$ cat src/hdl/ohr_pkg.sv
// Shared types, constants and helpers for the overwriting history ring.
package ohr_pkg;

	localparam int unsigned DEPTH_DEF = 64;
	localparam int unsigned ENTRY_BYTES_DEF = 8;
	localparam int unsigned CNT_W = 7;
	localparam int unsigned PADDR_W = 3;
	localparam logic [CNT_W-1:0] RING_DEPTH_RST = 7'd64;

	localparam logic MODE_ADD = 1'b0;
	localparam logic MODE_READ = 1'b1;

	typedef enum logic [1:0] {
		ST_WRITTEN = 2'd0,
		ST_MORE    = 2'd1,
		ST_LAST    = 2'd2,
		ST_BOUNDS  = 2'd3
	} ohr_status_t;

	typedef struct packed {
		logic        mode;
		logic [63:0] write_data;
		logic [3:0]  write_length;
		logic [5:0]  entry_index;
		logic [3:0]  read_length;
	} ohr_in_t;

	typedef struct packed {
		logic [1:0]  status;
		logic [6:0]  next_index;
		logic [63:0] read_data;
		logic [6:0]  fill_count;
	} ohr_out_t;

	typedef struct packed {
		logic [CNT_W-1:0] depth;
		logic             clear;
	} ohr_cfg_t;

	typedef struct packed {
		logic clear;
		logic shift;
		logic load;
	} ohr_cell_ctl_t;

	// Mask covering the low n bytes of a 64-bit word.
	function automatic logic [63:0] byte_mask(input logic [3:0] n);
		logic [63:0] m;
		m = '0;
		for (int b = 0; b < 8; b++) begin
			m[8*b +: 8] = {8{(4'(b) < n)}};
		end
		return m;
	endfunction

endpackage

$ cat src/hdl/ohr_regs.sv
// APB-style configuration register file holding the ring depth.
module ohr_regs (
	input  logic                        clk,
	input  logic                        arst_n,
	input  logic                        psel,
	input  logic                        penable,
	input  logic                        pwrite,
	input  logic [ohr_pkg::PADDR_W-1:0] paddr,
	input  logic [31:0]                 pwdata,
	output logic [31:0]                 prdata,
	output logic                        pready,
	output ohr_pkg::ohr_cfg_t           cfg
);

	logic [ohr_pkg::CNT_W-1:0] ring_depth_q;
	logic                      wr_depth;

	assign wr_depth = psel && penable && pwrite && !paddr[2];

	always_ff @(posedge clk or negedge arst_n) begin
		if (!arst_n) begin
			ring_depth_q <= ohr_pkg::RING_DEPTH_RST;
		end else if (wr_depth) begin
			ring_depth_q <= pwdata[ohr_pkg::CNT_W-1:0];
		end
	end

	assign pready = 1'b1;
	assign prdata = paddr[2] ? 32'd0 : {{(32 - ohr_pkg::CNT_W){1'b0}}, ring_depth_q};
	assign cfg.depth = ring_depth_q;
	assign cfg.clear = wr_depth;

endmodule
$ cat config.mk
export PLATFORM = sky130hd
export DESIGN_NAME = ohr_regs
export DESIGN_NICKNAME = d
export VERILOG_FILES = /design/src/hdl/ohr_pkg.sv /design/src/hdl/ohr_regs.sv
export SDC_FILE = /design/constraint.sdc
export NUM_CORES = 1
export LEC_CHECK = 0
export BUFFER_PORTS_ARGS = -buffer_cell sky130_fd_sc_hd__buf_2
export CAP_MARGIN = 0
export CORE_MARGIN = 2
export CORE_UTILIZATION = 29
export DETAILED_ROUTE_END_ITERATION = 7
export GPL_TIMING_DRIVEN = 0
export PLACE_DENSITY = 0.78
export SYNTH_ARGS = -nofsm -noshare
export SYNTH_HDL_FRONTEND = slang
export SYNTH_SLANG_ARGS = --single-unit
export TNS_END_PERCENT = 1
$ cat constraint.sdc
create_clock -name clk -period 0.9 [get_ports clk]
set_input_delay 0.09 -clock clk [delete_from_list [all_inputs] [get_ports clk]]
set_output_delay 0.09 -clock clk [all_outputs]
set_load 0.05 [all_outputs]
==> flow_summary.json <==
{
  "critPathLaunchType": "register",
  "register_clock_pin_slew_on_the_reported_worst_setup_and_hold_paths_ps": 50,
  "global_route_wire_length_before_repair_um": 1590,
  "worst_skew_pair.late_latency_ps": 240,
  "setup.worst_path.class": "register to output pin",
  "category_of_the_worst_setup_path_capture_point": "output pin",
  "worst_path_max_delay_cell": "dfstp_2",
  "layout-drive-gt1-share_pct": 74.1,
  "crit_fanout": 3,
  "failed_checks": "setup timing",
  "cts.htree.levels": 1,
  "mappedNetlistArea_sq_um": 554,
  "reg.largest.list": "ring_depth_q (7)",
  "timing.critical_path.arrival_ps": 1080,
  "post_drt_via_cell_ratio": 3.28,
  "drt_iter0_drc": 0,
  "synth.top_cells.by_count": "buf_4, and2b_2, mux2_2",
  "yosysMostFrequentCell": "buf_4",
  "fp.coreArea_sq_um": 1760,
  "dr.pass1.iters": 1,
  "route.antenna.remaining_nets": 0,
  "cts_root_buffer": "clkbuf_4",
  "die_h_um": 47.7,
  "dpl.cell_count": 128,
  "post_synth_main_area_contributors": "buf_4, dfrtp_1, mux2_2",
  "asyncSetResetFlopFracSynth_pct": 100,
  "report.final.setup_viol": 12,
  "syn_inst": 52,
  "antenna_violations_before_repair": 0,
  "first_global_vias": 375,
  "tritoncts": "built",
  "post_synth_top_area_share_pct": 36.6,
  "critical_path_required_ps": 810,
  "path_cells": "and2b_4, buf_8",
  "synthesis.yosys.warnings": 0,
  "achievable-frequency_mhz": 855,
  "tritoncts.num_buffers": 3,
  "run_status": "complete, but fails checks",
  "placement_rows": 15,
  "setup-tns-final_ps": -1680,
  "buffer_ports.inserted": 27,
  "insertedDiodeCount": 0,
  "synth_sequential_area_ratio_pct": 31.8,
  "globalRouteOverflowTotal": 0,
  "drt_wl_total_um": 1200,
  "largest_reg_flops": 7,
  "max_cap_violations": 0,
  "synth_top_flop_cell": "dfrtp_1",
  "remaining_drc_errors": 0,
  "postSynthRegisterBits": 7,
  "hold_violations": 0,
  "max_flop_register": "ring_depth_q",
  "whs_ps": 76.9,
  "worst_hold_path_type": "primary input to register",
  "layout_setup_ws_ps": -270,
  "pin_count": 81,
  "wire_per_inst_um": 9.03,
  "final-instance-count-excl-fill": 133,
  "layout_worst_path_cycle_share_pct": 130,
  "start_util_pct": 31.4,
  "area_growth_pct": 71.6,
  "power.density_nw_per_um2": 2010,
  "detailroute.via_count": 436,
  "peakVddDrop_mv": 0.809,
  "cts.sinks": 7,
  "die-width_um": 47.7,
  "finalCoreUtilization_pct": 53.9,
  "syn_area_per_cell_sq_um": 10.7,
  "gpl.final_weighted_congestion": 0.599,
  "full_die_area_sq_um": 2280,
  "global_route.usage.total_pct": 10.8,
  "setup_repair_after_global_routing_missed_its_margin": "yes",
  "synth-edff-count": 0,
  "post_synth_num_cell_types": 8,
  "layout.nets": 149,
  "total_power_mw": 1.91,
  "slew_violations": 0,
  "cts_buffer_depth": 2,
  "dp_hpwl_um": 983,
  "fin_skew_ps": 0,
  "period_needed_ps": 1170,
  "grt_start_max_net_pins": 9,
  "cpPeakStageDelay_ps": 540,
  "leakagePower_nw": 0.554,
  "synth_top_cell_by_area": "buf_4"
}
-- worst max-delay path: cells and delay by family, from the launching register on --
family | cells | cell delay (ps)
AND/OR/NAND/NOR | 1 | 160
buffers and inverters | 1 | 140
flip-flops | 1 | 540
-- cells in the final DEF (no fill, tap or decap), drive strengths merged --
cell type,n
dfrtp,6
and2b,7
buf,54
inv,1
nand4b,1
mux2,7
clkbuf,4
dfstp,1
dlygate4sd3,1
conb,26
-- logic make-up (layout without fill, tap and decap cells) --
| kind of cell | count (synthesis) | count (layout) | share of synthesized area (%) |
|---|---|---|---|
| muxes | 7 | 7 | 14.2 |
| DFF | 7 | 7 | 31.8 |
| other | 2 | 26 | 1.35 |
| buffers and inverters | 28 | 60 | 37.2 |
| and+or+nand+nor | 8 | 8 | 15.3 |
-- routing by layer --
metal  vias up  global-route usage [%]  part of all wire [%]
met1       188                    8.03                    28
met2        28                    22.7                    60
met5         -                       0                     0
met3         0                    4.53                    12
met4         0                    4.86                     0
li1        220                       -                     -
-- stage by stage --
step	cell area, sq um	worst slack (ps)
after floorplan	653	-166
after global placement	820	-116
after detailed placement	820	-131
after CTS	951	-274
after global routing	951	-311
final	951	-270
-- report_power, final --
part / switching [mW] / leakage (nW) / internal, mW
Combinational: 0.768 / 0.463 / 0.398
Clock: 0.110 / 0.0150 / 0.169
Sequential: 0.0595 / 0.0760 / 0.404
Total: 0.937 / 0.554 / 0.971
-- area by class of cell --
type                    instances  area (sq um)
fillers                       159           813
repair buffers                 28           240
plain buffers                  27           203
flip-flops and latches          7           184
clock buffers                   4          26.3
multi-input cells              41           263
well taps                      25          31.3
inverters                       1          3.75
-- what timing repair did --
item                                    in CTS  in global routing
hold buffers                                 1                  0
resized for setup                           31                  0
endpoints found under the hold margin        7                  0
endpoints found under the setup margin      15                 15
gates cloned                                 0                  0
setup buffers                                0                  0
-- final timing paths --
check | cells after the start | startpoint | endpoint | slack (ps)
min in group asynchronous | 2 | arst_n | ring_depth_q[5] | 230
max | 2 | ring_depth_q[6] | prdata[6] | -270
min reg2reg | 1 | ring_depth_q[2] | ring_depth_q[2] | 540
max reg2reg | 1 | ring_depth_q[4] | ring_depth_q[4] | 100
min | 2 | pwdata[2] | ring_depth_q[2] | 80
max in group asynchronous | 2 | arst_n | ring_depth_q[6] | 440
Power figures use the tool's default switching activity.
