===== config.mk =====
export PLATFORM = sky130hd
export DESIGN_NAME = ohr_cell
export DESIGN_NICKNAME = d
export VERILOG_FILES = /design/src/hdl/ohr_pkg.sv /design/src/hdl/ohr_cell.sv
export SDC_FILE = /design/constraint.sdc
export NUM_CORES = 1
export LEC_CHECK = 0
export BUFFER_PORTS_ARGS = -buffer_cell sky130_fd_sc_hd__buf_4
export CAP_MARGIN = 20
export CORE_MARGIN = 3
export CORE_UTILIZATION = 39
export CTS_BUF_LIST = sky130_fd_sc_hd__clkbuf_2
export CTS_CLUSTER_DIAMETER = 120
export DETAILED_ROUTE_END_ITERATION = 7
export GPL_TIMING_DRIVEN = 0
export PLACE_DENSITY = 0.79
export SETUP_SLACK_MARGIN = 0.4
export SLEW_MARGIN = 25
export SYNTH_ARGS = -nofsm -noshare
export SYNTH_HDL_FRONTEND = slang
export SYNTH_SLANG_ARGS = --single-unit

===== constraint.sdc =====
create_clock -name clk -period 0.8 [get_ports clk]
set_input_delay 0.04 -clock clk [delete_from_list [all_inputs] [get_ports clk]]
set_output_delay 0.04 -clock clk [all_outputs]
set_load 0.01 [all_outputs]

===== src/hdl/ohr_pkg.sv =====
// Shared types, constants and helpers for the overwriting history ring.
package ohr_pkg;

	localparam int unsigned DEPTH_DEF = 64;
	localparam int unsigned ENTRY_BYTES_DEF = 8;
	localparam int unsigned CNT_W = 7;
	localparam int unsigned PADDR_W = 3;
	localparam logic [CNT_W-1:0] RING_DEPTH_RST = 7'd64;

	localparam logic MODE_ADD = 1'b0;
	localparam logic MODE_READ = 1'b1;

	typedef enum logic [1:0] {
		ST_WRITTEN = 2'd0,
		ST_MORE    = 2'd1,
		ST_LAST    = 2'd2,
		ST_BOUNDS  = 2'd3
	} ohr_status_t;

	typedef struct packed {
		logic        mode;
		logic [63:0] write_data;
		logic [3:0]  write_length;
		logic [5:0]  entry_index;
		logic [3:0]  read_length;
	} ohr_in_t;

	typedef struct packed {
		logic [1:0]  status;
		logic [6:0]  next_index;
		logic [63:0] read_data;
		logic [6:0]  fill_count;
	} ohr_out_t;

	typedef struct packed {
		logic [CNT_W-1:0] depth;
		logic             clear;
	} ohr_cfg_t;

	typedef struct packed {
		logic clear;
		logic shift;
		logic load;
	} ohr_cell_ctl_t;

	// Mask covering the low n bytes of a 64-bit word.
	function automatic logic [63:0] byte_mask(input logic [3:0] n);
		logic [63:0] m;
		m = '0;
		for (int b = 0; b < 8; b++) begin
			m[8*b +: 8] = {8{(4'(b) < n)}};
		end
		return m;
	endfunction

endpackage


===== src/hdl/ohr_cell.sv =====
// One storage cell of the history chain; holds one entry in age order.
module ohr_cell #(
	parameter int unsigned EW = 64
) (
	input  logic                   clk,
	input  logic                   arst_n,
	input  ohr_pkg::ohr_cell_ctl_t ctl,
	input  logic                   is_last,
	input  logic                   is_load,
	input  logic [EW-1:0]          next_data,
	input  logic [EW-1:0]          tail_data,
	output logic [EW-1:0]          data
);

	logic [EW-1:0] data_q;

	// A shift moves every entry one place toward the head; the last active
	// cell takes the tail word instead of its neighbor.
	always_ff @(posedge clk or negedge arst_n) begin
		if (!arst_n) begin
			data_q <= '0;
		end else if (ctl.clear) begin
			data_q <= '0;
		end else if (ctl.shift) begin
			data_q <= is_last ? tail_data : next_data;
		end else if (ctl.load && is_load) begin
			data_q <= tail_data;
		end
	end

	assign data = data_q;

endmodule


==> impl_results.md <==
* Crit-path cells: buf_6
* Max-cap violations at 0
* I/O pin total at 199
* H-tree depth at 3
* Synth unique cells at 10
* Vias at 2923
* Met3 usage at 6.19%
* Clk Latency, worst-skew pair at 0.44 ns
* Die area at 8660 sq um
* Busiest grt layer: met2
* Syn_nets at 415
* Reg2reg end: data[22]
* Starting density of the core at 40.5%
* Yosys warns at 0
* DR vias/cell at 4.77
* R2R Setup Slk at -0.06 ns
* Antenna violations before repair at 0
* Worst-Margin Slew at 0.800 ns
* CP max FO at 2
* Critical path startpoint category: flop
* Critical path startpoint: data[22]
* Global placement routability congestion at 0.715
* Drt initial violations at 60
* Worst VDD drop at 0.000812 V
* Leakage power at 2.94 nW
* Skew final at 0 ns
* Slew margin rel. at 46.7%
* Worst EP arrival at 1.04 ns
* Cell Area, Synth at 2960 sq um
* Crit path to: data[22]
* Setup TNS at -16.07 ns
* HPWL Detailed at 6.75 mm
* Overall Power at 8.21 mW
* Core area at 7290 sq um
* Number of global-route vias before repair at 2981
* Num CTS Buffers at 9
* Total Nets Final at 644
* Worst r2r src: data[22]
* Root Buffer: clkbuf_2
* Max reg flops at 64
* First-pass GRT wire length at 14.2 mm
* Max-slew violation count at 0
* Setup CP Type: reg2out
* Final setup fails at 68
* Remaining antenna violation count at 0
* Pwr dens at 1520 nW/um^2
* Clock sinks at 64
* Register area share after synthesis at 54.2%
* N_diodes at 0
* Max Buffers Root-to-Sink at 2
* P&R area growth vs syn at 83.1%
* Residual DRC at 0
* Worst EP required at 0.76 ns
* Wire length per cell at 15.2 um
* Hold slack at -0.356 ns
* Site row count at 31
* Post-layout min period at 1.08 ns
* Slowest cell on the critical path: dfrtp_1
* Critical path depth at 1
* Share of cells above drive strength 1 at 54.3%
* Status: complete, but fails checks
* #FFs+latches synth at 64
* CTS tree: done
* Worst path max stage delay at 0.45 ns
* RSZ-0062 raised after global routing: true
* Port Buffers at 198
* Worst Path Buf+Inv at 1
* Total Routing Usage GR at 21.0%
* Final setup margin at -0.276 ns
* Met1 Use GR at 24.2%
* Worst min path class: in2async
* Final cycle utilization of the critical path at 134%
* Family with the most delay on the worst path: flip-flops
* Reg2Reg Depth at 4
* Die Y at 93.1 um
* Chip Width at 93.1 um
* Final hold violations at 128
* Setup crit end kind: primary output
* Syn_area_per_cell at 10.6 sq um
* Maximum clock rate at 930 MHz
* Clk slew on worst S/H paths at 0.18 ns
* First-pass iteration count of the detailed router at 4
* Met2 track demand over resource at 37.0%
* Largest net degree at the start of global routing at 65
* Failing checks: negative hold slack, negative setup slack
* GRT overflow at 0
* Post-Route WL at 9.32 mm
* Gate Count Post-Synth at 280
-- synth_stat cells, drive strengths merged --
cell type	n	area, sq um
nand2b	1	6.26
or2	1	6.26
mux2i	64	641
a211oi	1	12.5
o21ai	64	320
clkbuf	5	37.5
buf	16	90.1
dfrtp	64	1600
nand2	64	240
-- where the power goes --
part / total, mW / switching, mW / internal (mW)
Sequential: 3.71 / 0.210 / 3.50
Combinational: 2.33 / 0.885 / 1.44
Clock: 2.17 / 1.16 / 1.00
Total: 8.21 / 2.26 / 5.95
-- worst register-to-register path: stages (launching register included) --
cell	delay [ns]
dfrtp_1	0.45
buf_6	0.13
buf_6	0.10
nand2_2	0.05
o21ai_2	0.05
-- through the flow --
step / hold WS (ns) / setup WS [ns] / instances / util (%) / area (sq um)
floorplan: -0.256 / -0.0133 / 280 / - / 3110
global placement: 0.170 / -0.326 / 577 / 64.7 / 4720
detailed placement: 0.184 / -0.409 / 577 / 64.7 / 4720
CTS: -0.368 / -0.332 / 602 / 71.0 / 5180
global route: -0.363 / -0.392 / 613 / 74.2 / 5410
finish: -0.356 / -0.276 / 613 / 74.2 / 5410
-- layout by cell type (no fill, tap or decap) --
cell / netlist / layout
buf_4: 4 / 137
buf_6: 0 / 89
mux2i_1: 64 / 64
dfrtp_1: 64 / 64
o21ai_1: 64 / 54
nand2_1: 64 / 49
nand2_2: 0 / 12
o21ai_2: 0 / 10
clkbuf_2: 0 / 9
clkbuf_16: 0 / 5
clkbuf_4: 5 / 4
nand2_4: 0 / 3
clkinv_1: 0 / 3
buf_2: 12 / 2
clkinvlp_4: 0 / 2
bufinv_16: 0 / 2
nand2b_4: 0 / 1
buf_12: 0 / 1
a211oi_2: 1 / 1
or2_1: 1 / 1
buf_8: 0 / 1
-- worst min-delay path by stage --
stage / endpoint / from
after global placement: data[27] / arst_n
after floorplan: data[0] / arst_n
final: data[33] / arst_n
after global routing: data[33] / arst_n
after detailed placement: data[33] / arst_n
after CTS: data[37] / arst_n
-- repair_timing --
item / CTS / global route
cloned: 0 / 0
setup buffers: 9 / 11
endpoints found under the hold margin: 128 / 128
setup endpoints to repair: 128 / 128
resized for setup: 70 / 45
-- cell type report --
type / instances / area, sq um
clock buffers: 9 / 45.0
fillers: 532 / 1880
well taps: 99 / 124
multi-input cells: 195 / 1320
repair buffers: 218 / 1940
clock inverters: 7 / 86.3
plain buffers: 21 / 287
flip-flops and latches: 64 / 1600
-- kinds of logic (layout without fill, tap and decap cells) --
logic type	after synthesis	count (layout)	synth area share (%)
DFF	64	64	54.2
AOI/OAI and AO/OA	65	65	11.3
buffers and inverters	21	255	4.32
and+or+nand+nor	66	66	8.55
muxes	64	64	21.7
-- per-layer routing --
layer  vias up  share of wire (%)  routed length [um]
li1       1420                  -                   -
met1      1367                 37                3460
met4         0                1.4                 129
met3        11                8.6                 805
met2       125                 53                4930
met5         -                  0                   0
Power figures use the tool's default switching activity.
